`src/clrm_pkg.sv`:
```
// clrm_pkg: shared types, constants and register codes for the costmap layer
// resample merge block. No dependencies; used by every module under src.
package clrm_pkg;

  // default depth of the source grid memory
  localparam int unsigned MAX_SOURCE_CELLS_DEF = 65536;

  // configuration register indexes
  typedef enum logic [2:0] {
    REG_LAYER_ENABLED  = 3'd0,
    REG_MAX_COST       = 3'd1,
    REG_SOURCE_COLUMNS = 3'd2,
    REG_SOURCE_ROWS    = 3'd3,
    REG_SCALED_COSINE  = 3'd4,
    REG_SCALED_SINE    = 3'd5,
    REG_ORIGIN_X       = 3'd6,
    REG_ORIGIN_Y       = 3'd7
  } cfg_reg_t;

  localparam int CFG_ADDR_W = 3;
  localparam int CFG_DATA_W = 32;

  // reset values of the configuration registers
  localparam logic        RST_LAYER_ENABLED  = 1'b1;
  localparam logic [7:0]  RST_MAX_COST       = 8'd200;
  localparam logic [8:0]  RST_SOURCE_COLUMNS = 9'd256;
  localparam logic [8:0]  RST_SOURCE_ROWS    = 9'd256;
  localparam logic [31:0] RST_SCALED_COSINE  = 32'h0001_0000;
  localparam logic [31:0] RST_SCALED_SINE    = 32'h0000_0000;
  localparam logic [31:0] RST_ORIGIN_X       = 32'h0000_0000;
  localparam logic [31:0] RST_ORIGIN_Y       = 32'h0000_0000;

  // cost constants
  localparam logic [7:0] COST_MIN      = 8'd1;
  localparam logic [7:0] COST_MAX_CFG  = 8'd252;
  localparam logic [7:0] COST_LETHAL   = 8'd253;
  localparam logic [6:0] OCC_FULL      = 7'd100;
  localparam logic [5:0] ROUND_HALF    = 6'd50;

  // divide by 100 as multiply by 5243 and shift by 19, exact below 2^15
  localparam logic [12:0] DIV100_MUL   = 13'd5243;
  localparam int          DIV100_SHIFT = 19;

  // widths of the rotation datapath
  localparam int DELTA_W = 33;
  localparam int PROD_W  = 65;
  localparam int SUM_W   = 67;
  localparam int COORD_W = 9;
  localparam int FLAT_W  = 18;
  localparam int SCALE_W = 15;
  localparam int QUOT_W  = 28;

  typedef struct packed {
    logic        layer_enabled;
    logic [7:0]  max_cost;
    logic [8:0]  source_columns;
    logic [8:0]  source_rows;
    logic [31:0] scaled_cosine;
    logic [31:0] scaled_sine;
    logic [31:0] origin_x;
    logic [31:0] origin_y;
  } cfg_t;

  // one pipeline slot: a load or a query
  typedef struct packed {
    logic        valid;
    logic        query;
    logic [15:0] load_index;
    logic [7:0]  load_value;
    logic [7:0]  existing_cost;
  } slot_t;

endpackage

```
`src/clrm_scale.sv`:
```
// clrm_scale: three-stage cost scaling of the source cell and merge with the
// existing master cost; last stage is the output register. Depends on clrm_pkg.
module clrm_scale (
  input  logic             clk,
  input  logic             rst,
  input  logic             adv,
  input  clrm_pkg::cfg_t   cfg,
  input  clrm_pkg::slot_t  in_slot,
  input  logic             lookup_ok,
  input  logic [7:0]       cell_value,
  output logic             out_valid,
  output logic [7:0]       new_cost,
  output logic             cost_raised,
  output logic             source_hit
);

  clrm_pkg::slot_t slot6, slot7;

  logic                          pos6, pos7;
  logic [clrm_pkg::SCALE_W-1:0]  scaled6;
  logic [clrm_pkg::QUOT_W-1:0]   quot7;

  logic                          positive;
  logic [6:0]                    occ;
  logic [7:0]                    cost_q, cost_c;
  logic                          raise;

  assign positive = lookup_ok && !cell_value[7] && (cell_value != 8'd0);
  assign occ      = (cell_value[6:0] > clrm_pkg::OCC_FULL) ? clrm_pkg::OCC_FULL
                                                            : cell_value[6:0];

  assign cost_q = quot7[clrm_pkg::DIV100_SHIFT+7:clrm_pkg::DIV100_SHIFT];

  always_comb begin
    cost_c = cost_q;
    if (cost_c > cfg.max_cost) begin
      cost_c = cfg.max_cost;
    end
    if (cost_c < clrm_pkg::COST_MIN) begin
      cost_c = clrm_pkg::COST_MIN;
    end
  end

  assign raise = pos7 && (slot7.existing_cost < clrm_pkg::COST_LETHAL) &&
                 (cost_c > slot7.existing_cost);

  always_ff @(posedge clk) begin
    if (rst) begin
      slot6.valid <= 1'b0;
      slot7.valid <= 1'b0;
      out_valid   <= 1'b0;
    end else if (adv) begin
      slot6     <= in_slot;
      slot7     <= slot6;
      out_valid <= slot7.valid && slot7.query;
    end
  end

  always_ff @(posedge clk) begin
    if (adv) begin
      pos6        <= positive;
      scaled6     <= clrm_pkg::SCALE_W'(cfg.max_cost) * clrm_pkg::SCALE_W'(occ)
                   + clrm_pkg::SCALE_W'(clrm_pkg::ROUND_HALF);
      pos7        <= pos6;
      quot7       <= clrm_pkg::QUOT_W'(scaled6) * clrm_pkg::QUOT_W'(clrm_pkg::DIV100_MUL);
      new_cost    <= raise ? cost_c : slot7.existing_cost;
      cost_raised <= raise;
      source_hit  <= pos7;
    end
  end

endmodule

```
`config.mk`:
```
export PLATFORM = sky130hd
export DESIGN_NAME = clrm_scale
export DESIGN_NICKNAME = d
export VERILOG_FILES = /design/src/clrm_pkg.sv /design/src/clrm_scale.sv
export SDC_FILE = /design/constraint.sdc
export NUM_CORES = 1
export LEC_CHECK = 0
export BUFFER_PORTS_ARGS = -buffer_cell sky130_fd_sc_hd__buf_2
export CAP_MARGIN = 20
export CORE_MARGIN = 8
export CORE_UTILIZATION = 55
export DETAILED_ROUTE_END_ITERATION = 10
export PLACE_DENSITY = 0.79
export SYNTH_ARGS = -nofsm -noshare
export SYNTH_HDL_FRONTEND = slang
export SYNTH_SLANG_ARGS = --single-unit
```
`constraint.sdc`:
```
create_clock -name clk -period 7.45 [get_ports clk]
set_clock_uncertainty 0.15 [all_clocks]
set_input_delay 1.1175 -clock clk [delete_from_list [all_inputs] [get_ports clk]]
set_output_delay 1.1175 -clock clk [all_outputs]
set_load 0.01 [all_outputs]
```
## Word-level counts from Yosys, hierarchy flattened

Cells that the tools add are included.

- Reduce and logical (&&, ||, !) cells: 8
- Equality and inequality tests: 0
- Multipliers: 2
- Bitwise operators: 1
- Add/sub/neg operators: 1
- Muxes and demuxes: 4
- Divide/modulo/power cells: 0
- Shift operators: 0
- Order comparisons: 5

Operators by type and width:

| kind | count |
|---|---|
| $mul A15 B13 Y27 const B | 1 |
| $mux W8 | 3 |
| $gt A8 B8 Y1 | 2 |
| $add A15 B6 Y15 const B | 1 |
| $mul A8 B7 Y15 | 1 |
| $lt A8 B1 Y1 const B | 1 |
| $lt A8 B8 Y1 const B | 1 |
| $reduce_bool A8 Y1 | 1 |
| $gt A7 B7 Y1 const B | 1 |
| $mux W7 | 1 |
| $logic_and A1 B1 Y1 | 5 |
| $reduce_and A2 Y1 | 1 |
| $logic_not A1 Y1 | 1 |
| $not A1 Y1 | 1 |

- Output and inout bits: 11
- ROM bits: 0
- RAM bits: 0
- Bits in latches: 0
- Memories: 0
- Input port bits: 201
- Logic and storage cells: 35
- Register bits after elaboration: 75

## Longest topological paths before layout

Gate-level depths: netlist of run 1.

- Word-level depth: 7
- Gate-level depth with buffers: 20
- Mapped depth without buffers: 19

## Worst setup path after synthesis of run 1

No wires, ideal clock.

- Path type: input port to flip-flop
- Start: input port cell_value[6]
- End: register scaled6[14] (netlist name), data pin
- Setup slack: 1.762 ns
- Arrival: 5.278 ns
- Setup time: 0.259 ns
- Buffers on the path: 1
- Data required time: 7.041 ns
- Stages: 17
- Cells stage by stage: clkbuf_1 > nand2_1 > a21oi_1 > nor2b_1 > and2_1 > fa_1 > fa_1 > fa_1 > inv_1 > fa_1 > inv_1 > ha_1 > o21ai_0 > a22oi_1 > a311oi_1 > a21oi_1 > xnor2_1

- Word-level cells in the longest chain between the ends: 4

RTL lines:

| what | line | RTL |
|---|---|---|
| from (decl) | clrm_scale.sv:10 | `input logic [7:0] cell_value,` |
| $gt A7 B7 Y1 | clrm_scale.sv:29 | `assign occ = (cell_value[6:0] > clrm_pkg::OCC_FULL) ? clrm_pkg::OCC_FULL` |
| $mux W7 (*) | clrm_scale.sv:29 |  |
| $mul A8 B7 Y15 (*) | clrm_scale.sv:62 | `scaled6 <= clrm_pkg::SCALE_W'(cfg.max_cost) * clrm_pkg::SCALE_W'(occ)` |
| $add A15 B6 Y15 (*) | clrm_scale.sv:63 | `+ clrm_pkg::SCALE_W'(clrm_pkg::ROUND_HALF);` |
| to (signal assigned) | clrm_scale.sv:62 |  |
| to (decl) | clrm_scale.sv:20 | `logic [clrm_pkg::SCALE_W-1:0] scaled6;` |

Every way passes the cells marked *; elsewhere a longest branch is shown, timed or not.
A chain may end at the register's enable or synchronous reset.

## Final worst setup path of run 1

- Start: input port cell_value[5]
- End: register scaled6[14] (netlist name), data pin

Same word-level chain as after synthesis.

==> results by group, run 1 <==
Run status
  • Outcome: completed

Critical path
  • R2r worst-path depth: 17
  • Worst EP required: 7.40 ns
  • CP Class: in -> reg
  • CP startpoint: cell_value[5]
  • Crit. End Element: register
  • CP Max Fanout: 15
  • R2r startpoint: scaled6[7]
  • Crit path launch type: primary input
  • Critical path data arrival time: between 6 and 7 ns

Floorplanning
  • Initial Utilization: 0.560
  • Die Y-Extent: 134 um
  • # IOs: 212
  • Die area: around 18,000 sq um
  • Core area: 13,800 sq um
  • Row count: between 40 and 50
  • DIE WIDTH: around 130 um

Global routing
  • Tot GR Track Use: 0.168
  • Number of global-route vias before repair: 5,381
  • First-pass GRT wire length: about 25,000 um
  • Antenna violations before repair: 0
  • Total gr overflow: 0
  • Largest net degree at the start of global routing: just over 40

STA
  • Final setup vio count: 0
  • Minimum clock period: 6.13 ns
  • Setup TNS: 0 ns
  • Final Hold Vio Count: 0
  • Fin. max-slew vios: 0
  • RSZ-0062 raised after global routing: no
  • Relative slew slack: 0.425
  • Tcrit/Tclk final: 0.823
  • Fmax: 0.163 GHz
  • Least-Margin Pin Slew: approximately 0.86 ns

Routing
  • Post-DR wirelength/cell: 15.3 um
  • Post-DRT Antenna Nets: 0
  • 1st-iter DRT viols: 396
  • Residual DRC: 0
  • TritonRoute pass-1 iters: 5
  • Vias post-DR: 5,103
  • Post-Route WL: ~14,000 um
  • Vias per cell: 5.39

Clock network
  • CTS buffer count: 5
  • Worst-path clk slew: 0.07 ns
  • Clock buffer depth: 2
  • Clk root buf: clkbuf_16
  • CTS tree: yes
  • Post-CTS Resized: 0
  • Post-CTS Setup Repair Bufs: 0
  • Hold buffer count at cts: 0
  • CTS H-Tree Depth: 2
  • Total clock sinks: 56
  • Worst-Skew Late Latency: around 0.3 ns

Synth
  • Netlist cell types: 48
  • Seq cells post-synth: 56
  • Synth top area share: 0.262
  • Cell Area, Synth: 7710 sq um
  • Synthesis Warnings: 0
  • Post-synthesis sequential area ratio: 0.214
  • Syn avg cell area: about 11 sq um
  • Dominant cell type by area after synthesis: fa_1
  • Post-synth net total: ~1,200
  • Top cells by area, synth: fa_1 (26%), ha_1 (24%), edfxtp_1 (21%)
  • Synth Instances: 722

Place
  • Global placer's final weighted congestion: 0.897
  • HPWL after DPL: 12,500 um
  • PortBufs: 40

Layout
  • Ratio of cells with drive above 1 in the final layout: 0.0901
  • NumNets Final: 1,213
  • Filler cells: 1,158
  • Diode count: 0
  • Area Overhead vs Synth: 7.30%

Worst hold path
  • Hold-critical path depth: 0
  • Hold Path Origin: slot6[3]
  • Worst Hold Class: reg -> reg

Run
  • Max cap viols: 0
[cell usage after synthesis (all sizes together)]
master and instances:
inv 188, ha 146, fa 101, edfxtp 53, nand2 28, and2 25
nor2 23, a21oi 17, mux2 15, o21ai 15, xnor2 15, and3 12
nor3 9, nand4 7, nor2b 7, o21a 7, a211oi 4, a21o 4
clkbuf 4, nand3 4, xor2 4, dfxtp 3, mux2i 3, nand2b 3
nor4 3, a2111oi 2, a311oi 2, o2111ai 2, o211ai 2, o21bai 2
a211o 1, a21boi 1, a22o 1, a22oi 1, a31o 1, a31oi 1
a32oi 1, a41oi 1, and4 1, buf 1, o22ai 1, or4 1
[flip-flops by register name (all words and copies together), names as in the netlist]
name	flops
cost_raised	1
new_cost	8
out_valid	1
pos6	1
pos7	1
quot7	8
scaled6	15
slot6	10
slot7	10
source_hit	1
[worst max-delay path, stage by stage]
cell	delay [ns]
buf_2	0.19
nand2_1	0.29
a21oi_1	0.43
nor2b_1	0.22
and2_1	0.22
fa_1	0.51
fa_1	0.46
fa_1	0.55
inv_1	0.06
fa_1	0.53
inv_1	0.04
ha_1	0.33
o21ai_0	0.17
a22oi_1	0.11
a311oi_1	0.43
a21oi_1	0.14
xnor2_1	0.28
[routing by layer]
layer,share of wire,global-route usage
met5,0,0
met2,0.49,0.284
met3,0.050,0.0209
met4,0.016,0.0387
met1,0.44,0.224
[stage by stage]
stage / area, sq um / worst slack (ns) / utilization / hold slack (ns) / instances
after floorplan: 7710 / 1.76 / - / 0.250 / 722
after global placement: 8120 / 1.17 / 0.590 / 0.251 / 938
after detailed placement: 8120 / 1.08 / 0.590 / 0.255 / 938
after CTS: 8270 / 1.37 / 0.601 / 0.272 / 946
after global routing: 8270 / 0.935 / 0.601 / 0.275 / 946
final: 8270 / 1.32 / 0.601 / 0.271 / 946
[cells by family (layout without fill, tap and decap cells)]
family | after synthesis | in the layout | share of synthesized area
adder cells (fa/ha/maj) | 247 | 247 | 0.499
XOR/XNOR | 19 | 19 | 0.0216
multiplexers | 18 | 18 | 0.0292
AND/OR/NAND/NOR | 123 | 123 | 0.0833
buffers and inverters | 193 | 237 | 0.0941
AO/OA/AOI/OAI | 66 | 66 | 0.0583
flip-flops | 56 | 56 | 0.214
[final timing paths]
check / to / slack (ns)
setup reg to reg: quot7[23] / 2.09
hold reg to reg: slot7[3] / 0.27
hold / removal: slot7[3] / 0.27
setup / recovery: scaled6[14] / 1.32
[area by class of cell]
type,count,area (sq um),area share
well taps,180,225,0.0272
repair buffers,41,208,0.0251
clock inverters,3,25.0,0.00303
flip-flops and latches,56,1650,0.200
multi-input cells,473,5330,0.645
inverters,188,706,0.0853
clock buffers,5,125,0.0151
[cells in the final DEF (no fill, tap or decap), types with 8 or more instances in the layout]
master and instances:
inv_1 188, ha_1 146, fa_1 101, edfxtp_1 53, buf_2 40, nand2_1 28
and2_1 25, nor2_1 22, a21oi_1 16, xnor2_1 15, o21ai_0 12, and3_1 12
nor3_1 8, mux2_2 8
Power of run 1 is not shown: default switching activity piles up to over one toggle a cycle in this logic, so the estimate is an artifact.
==> run 2: changes to the inputs <==
clock period = 6.3 ns   (was 7.45 ns; I/O delays follow)
==> results by group, run 2 (synthesis gave the netlist of run 1 again) <==
Layout
  • Diode count: 0 (unchanged)
  • Largest regs: scaled6: 15 flops, slot6: 10 flops, slot7: 10 flops
  • Commonest non-fill, non-tap cells in the layout: inv_1 (188), ha_1 (146), fa_1 (101)
  • NumNets Final: 1,216 (+0.25%)
  • Ratio of cells with drive above 1 in the final layout: 0.0936 (+0.00355)
  • Final instance area: 8290 sq um (+0.23%)
  • Commonest non-fill, non-tap cell in the layout: inv_1
  • Number of flip-flops in the largest register: 15 (unchanged)
  • Largest Register: scaled6
  • Area Overhead vs Synth: 7.55%
  • Post-layout util: 0.602 (+0.00136)

Global routing
  • Antenna violations before repair: 0 (unchanged)
  • Number of global-route vias before repair: 5,261 (-2.2%)
  • Met1 usage: 0.227 (+0.00291)
  • Total gr overflow: 0 (unchanged)
  • Tot GR Track Use: 0.166 (-0.00176)
  • Largest net degree at the start of global routing: 41 (unchanged)
  • M2 GR Usage: 0.273 (-0.0111)
  • First-pass GRT wire length: 24,500 um (-1.1%)
  • Grt peak-use layer: met2
  • M3 GR Usage: 0.0280 (+0.00711)

Critical path
  • R2r startpoint: scaled6[7]
  • Reg2Reg Setup Slack: 0.92 ns (-1.17 ns)
  • Crit path buffers/inverters: 4 (+1)
  • Slowest stage delay, CP: 0.54 ns (about the same)
  • Critical path data arrival time: 5.69 ns (-0.39 ns)
  • Critical path cell sequence: buf_2 > nor2_1 > a21oi_1 > nor2b_1 > nand2_1 > fa_1 > fa_1 > inv_1 > fa_1 > inv_1 > fa_1 > inv_1 > ha_1 > o21ai_0 > a21boi_1 > o21ai_1 > a21oi_1 > or4_1 > nand4_1
  • Crit. End Element: register
  • R2r worst-path depth: 17 (unchanged)
  • CP Class: in -> reg
  • Critical path's slowest cell: fa_1
  • Crit path max-delay family: adder cells
  • CP Max Fanout: 8 (-7)
  • Most used cell, CP: fa_1
  • Worst EP required: 6.28 ns (-1.12 ns)
  • Crit path launch type: primary input
  • RR Endpoint: quot7[23]

Floorplanning
  • Core area: 13,800 sq um (unchanged)
  • Die area: 18,100 sq um (unchanged)
  • Row count: 43 (unchanged)
  • Initial Utilization: 0.560 (unchanged)
  • DIE WIDTH: 134 um (unchanged)
  • # IOs: 212 (unchanged)
  • Die Y-Extent: 134 um (unchanged)

Worst hold path
  • Hold Path Origin: slot6[3]
  • Worst Hold Class: reg -> reg
  • Hold-critical path depth: 0 (unchanged)
  • Hold path endpoint: slot7[3]

STA
  • Fin. max-slew vios: 0 (unchanged)
  • Setup TNS: 0 ns (unchanged)
  • Relative slew slack: 0.409 (-0.0161)
  • Minimum clock period: 5.71 ns
  • Final setup vio count: 0 (unchanged)
  • RSZ-0062 raised after global routing: no
  • Least-Margin Pin Slew: 0.886 ns (+0.0241 ns)
  • Fmax: 0.175 GHz
  • Final Hold Vio Count: 0 (unchanged)
  • Tcrit/Tclk final: 0.906

Routing
  • TritonRoute pass-1 iters: 5 (unchanged)
  • Vias per cell: 5.40 (about the same)
  • Residual DRC: 0 (unchanged)
  • Post-DR wirelength/cell: 15.1 um (-0.85%)
  • Post-Route WL: 14,400 um (-0.53%)
  • Vias post-DR: 5,121 (+0.35%)
  • Post-DRT Antenna Nets: 0 (unchanged)
  • 1st-iter DRT viols: 315 (-20%)

Place
  • PortBufs: 40 (unchanged)
  • HPWL after DPL: 12,500 um (-0.51%)
  • Global placer's final weighted congestion: 0.907 (+1.1%)
  • Placed inst area: 8140 sq um (+0.28%)

Clock network
  • Hold buffer count at cts: 0 (unchanged)
  • Worst-Skew Late Latency: 0.30 ns (about the same)
  • Post-CTS Resized: 0 (unchanged)
  • Clock buffer depth: 2 (unchanged)
  • CTS tree: yes
  • CTS buffer count: 5 (unchanged)
  • Worst-path clk slew: 0.07 ns (about the same)
  • Clk root buf: clkbuf_16
  • CTS H-Tree Depth: 2 (unchanged)
  • Post-CTS Setup Repair Bufs: 0 (unchanged)
  • Total clock sinks: 56 (unchanged)

Run
  • Max cap viols: 0 (unchanged)

Run status
  • Outcome: completed
[run 2: cell types whose count changed in the layout (fill, tap and decap cells not counted), sizes merged]
cell	before	now
buf	41	44
inv	190	189
clkinv	0	1
[run 2: cell type report]
type,instances,area (sq um)
inverter,188,706
timing repair buffer,44,230
clock buffer,5,125
tap,180,225
multi-input combinational,473,5330
clock inverter,3,21.3
fill,1128,5480
sequential,56,1650
[run 2: layer usage]
layer	up-vias	share of wire	routed length (um)
li1	2438	-	-
met1	2518	0.44	6350
met2	142	0.48	6960
met3	23	0.057	822
met4	0	0.016	230
met5	-	0	0
[run 2: stage by stage]
step | hold WS, ns | std cells | setup slack [ns]
CTS | 0.272 | 949 | 0.622
floorplan | 0.250 | 722 | 0.785
global route | 0.276 | 949 | 0.298
detailed placement | 0.255 | 941 | 0.334
global placement | 0.250 | 941 | 0.401
finish | 0.271 | 949 | 0.593
[run 2: worst max path at each step]
stage	from	end	slack, ns	cells after the start
floorplan	cell_value[6]	scaled6[14]	0.78	17
global placement	cell_value[0]	scaled6[13]	0.40	19
detailed placement	cell_value[0]	scaled6[13]	0.33	19
CTS	cell_value[3]	scaled6[13]	0.62	19
global route	cell_value[3]	scaled6[13]	0.30	19
finish	cell_value[3]	scaled6[13]	0.59	19
[run 2: worst register-to-register path: cells and delay by family (launching register included)]
kind            cells  cell delay, ns
flops               1            0.57
buf+inv             4            0.20
simple gates        2            0.24
compound gates      5            1.51
fa+ha+maj           6            2.42
Power of run 2 is left out for the same reason.
==> run 3: changes to the inputs <==
CORE_UTILIZATION = 59   (was 55)
PLACE_DENSITY = 0.85   (was 0.79)
clock period = 6.9 ns   (was 6.3 ns; I/O delays follow)
==> results by group, run 3 (synthesis gave the netlist of run 1 again) <==
Run status
  • Outcome: completed

Critical path
  • Worst EP required: 6.89 ns (+0.61 ns)
  • Crit path buffers/inverters: 4 (unchanged)
  • Crit. End Element: register
  • Critical path cell sequence: buf_2 > nand2_1 > a21oi_1 > nor2b_1 > nand2_1 > fa_1 > fa_1 > inv_1 > fa_1 > inv_1 > fa_1 > inv_1 > ha_1 > o21ai_0 > a21boi_1 > o21ai_1 > a21oi_1 > or4_1 > nand4_1
  • R2r worst-path depth: 17 (unchanged)
  • Critical path data arrival time: 6.03 ns (+0.34 ns)
  • RR Endpoint: quot7[23]
  • Crit path launch type: primary input
  • Crit path max-delay family: adder cells
  • CP Class: in -> reg
  • Slowest stage delay, CP: 0.55 ns (about the same)
  • R2r startpoint: scaled6[7]
  • Critical path's slowest cell: fa_1
  • Reg2Reg Setup Slack: 1.38 ns (+0.46 ns)
  • CP Max Fanout: 15 (+7)
  • Most used cell, CP: fa_1

Global routing
  • M3 GR Usage: 0.0277 (-0.000304)
  • Met1 usage: 0.236 (+0.00901)
  • Antenna violations before repair: 0 (unchanged)
  • Grt peak-use layer: met2
  • Largest net degree at the start of global routing: 41 (unchanged)
  • Number of global-route vias before repair: 5,648 (+7.4%)
  • First-pass GRT wire length: 25,500 um (+4.4%)
  • Tot GR Track Use: 0.190 (+0.0241)
  • M2 GR Usage: 0.338 (+0.0648)
  • Total gr overflow: 0 (unchanged)

Clock network
  • Total clock sinks: 56 (unchanged)
  • Post-CTS Setup Repair Bufs: 0 (unchanged)
  • Worst-path clk slew: 0.08 ns (about the same)
  • Clk root buf: clkbuf_16
  • CTS tree: yes
  • Hold buffer count at cts: 0 (unchanged)
  • Post-CTS Resized: 0 (unchanged)
  • Worst-Skew Late Latency: 0.30 ns (about the same)
  • Clock buffer depth: 2 (unchanged)
  • CTS H-Tree Depth: 2 (unchanged)
  • CTS buffer count: 5 (unchanged)

Layout
  • NumNets Final: 1,213 (-0.25%)
  • Ratio of cells with drive above 1 in the final layout: 0.0901 (-0.00355)
  • Largest Register: scaled6
  • Number of flip-flops in the largest register: 15 (unchanged)
  • Diode count: 0 (unchanged)
  • Area Overhead vs Synth: 7.22%
  • Commonest non-fill, non-tap cell in the layout: inv_1
  • Largest regs: scaled6: 15 flops, slot6: 10 flops, slot7: 10 flops
  • Commonest non-fill, non-tap cells in the layout: inv_1 (188), ha_1 (146), fa_1 (101)
  • Filler cells: 969 (-14%)
  • Post-layout util: 0.652 (+0.0504)

Worst hold path
  • Hold Path Origin: slot6[7]
  • Worst Hold Class: reg -> reg
  • Hold-critical path depth: 0 (unchanged)
  • Hold path endpoint: slot7[7]

Floorplanning
  • Initial Utilization: 0.608 (+0.0487)
  • DIE WIDTH: 130 um (-3.0%)
  • Die area: 17,000 sq um (-6.0%)
  • Core area: 12,700 sq um (-8.0%)
  • # IOs: 212 (unchanged)
  • Die Y-Extent: 130 um (-3.0%)
  • Row count: 41 (-4.7%)

STA
  • Least-Margin Pin Slew: 0.873 ns (-0.0135 ns)
  • Fmax: 0.165 GHz
  • Setup TNS: 0 ns (unchanged)
  • Relative slew slack: 0.418 (+0.00900)
  • Fin. max-slew vios: 0 (unchanged)
  • Final Hold Vio Count: 0 (unchanged)
  • Minimum clock period: 6.05 ns
  • Tcrit/Tclk final: 0.877
  • Final setup vio count: 0 (unchanged)
  • RSZ-0062 raised after global routing: no

Routing
  • Post-DR wirelength/cell: 16.1 um (+6.3%)
  • Post-Route WL: 15,100 um (+5.1%)
  • Vias per cell: 5.48 (+1.5%)
  • Post-DRT Antenna Nets: 0 (unchanged)
  • 1st-iter DRT viols: 333 (+5.7%)
  • Residual DRC: 0 (unchanged)
  • TritonRoute pass-1 iters: 5 (unchanged)
  • Vias post-DR: 5,136 (+0.29%)

Run
  • Max cap viols: 0 (unchanged)

Place
  • PortBufs: 40 (unchanged)
  • Global placer's final weighted congestion: 0.855 (-5.8%)
  • HPWL after DPL: 12,700 um (+1.8%)
-- run 3: cell count changes in the layout (fill, tap and decap cells not counted) --
cell / previous run / this run
inv_6: 1 / 2
clkinvlp_4: 1 / 0
inv_8: 0 / 1
clkinv_2: 1 / 0
buf_4: 4 / 1
-- run 3: metrics by stage --
step	std cells	cell area [sq um]	hold WS [ns]	setup WS (ns)
floorplan	722	7710	0.250	1.29
global placement	930	8110	0.251	0.706
detailed placement	930	8110	0.255	0.649
CTS	938	8270	0.274	0.902
global route	938	8270	0.284	0.514
finish	938	8270	0.272	0.852
-- run 3: layout make-up --
type | instances | area [sq um] | area share
Clock buffer | 5 | 125 | 0.0151
Clock inverter | 3 | 28.8 | 0.00348
Timing Repair Buffer | 41 | 208 | 0.0251
Multi-Input combinational cell | 473 | 5330 | 0.645
Tap cell | 172 | 215 | 0.0260
Sequential cell | 56 | 1650 | 0.200
Inverter | 188 | 706 | 0.0854
-- run 3: worst max path at each step --
stage             startpoint          end  slack [ns]  depth (start not counted)
2_1_floorplan  cell_value[6]  scaled6[14]        1.29                         17
3_3_place_gp   cell_value[5]  scaled6[13]        0.71                         19
3_5_place_dp   cell_value[5]  scaled6[13]        0.65                         19
4_1_cts        cell_value[5]  scaled6[13]        0.90                         19
5_1_grt        cell_value[5]  scaled6[13]        0.51                         19
6_report       cell_value[5]  scaled6[13]        0.85                         19
-- run 3: routing by layer --
metal | routed length, um | part of all wire
met1 | 6290 | 0.42
met2 | 7740 | 0.51
met3 | 773 | 0.051
met4 | 283 | 0.019
met5 | 0 | 0
Power of run 3 is left out for the same reason.
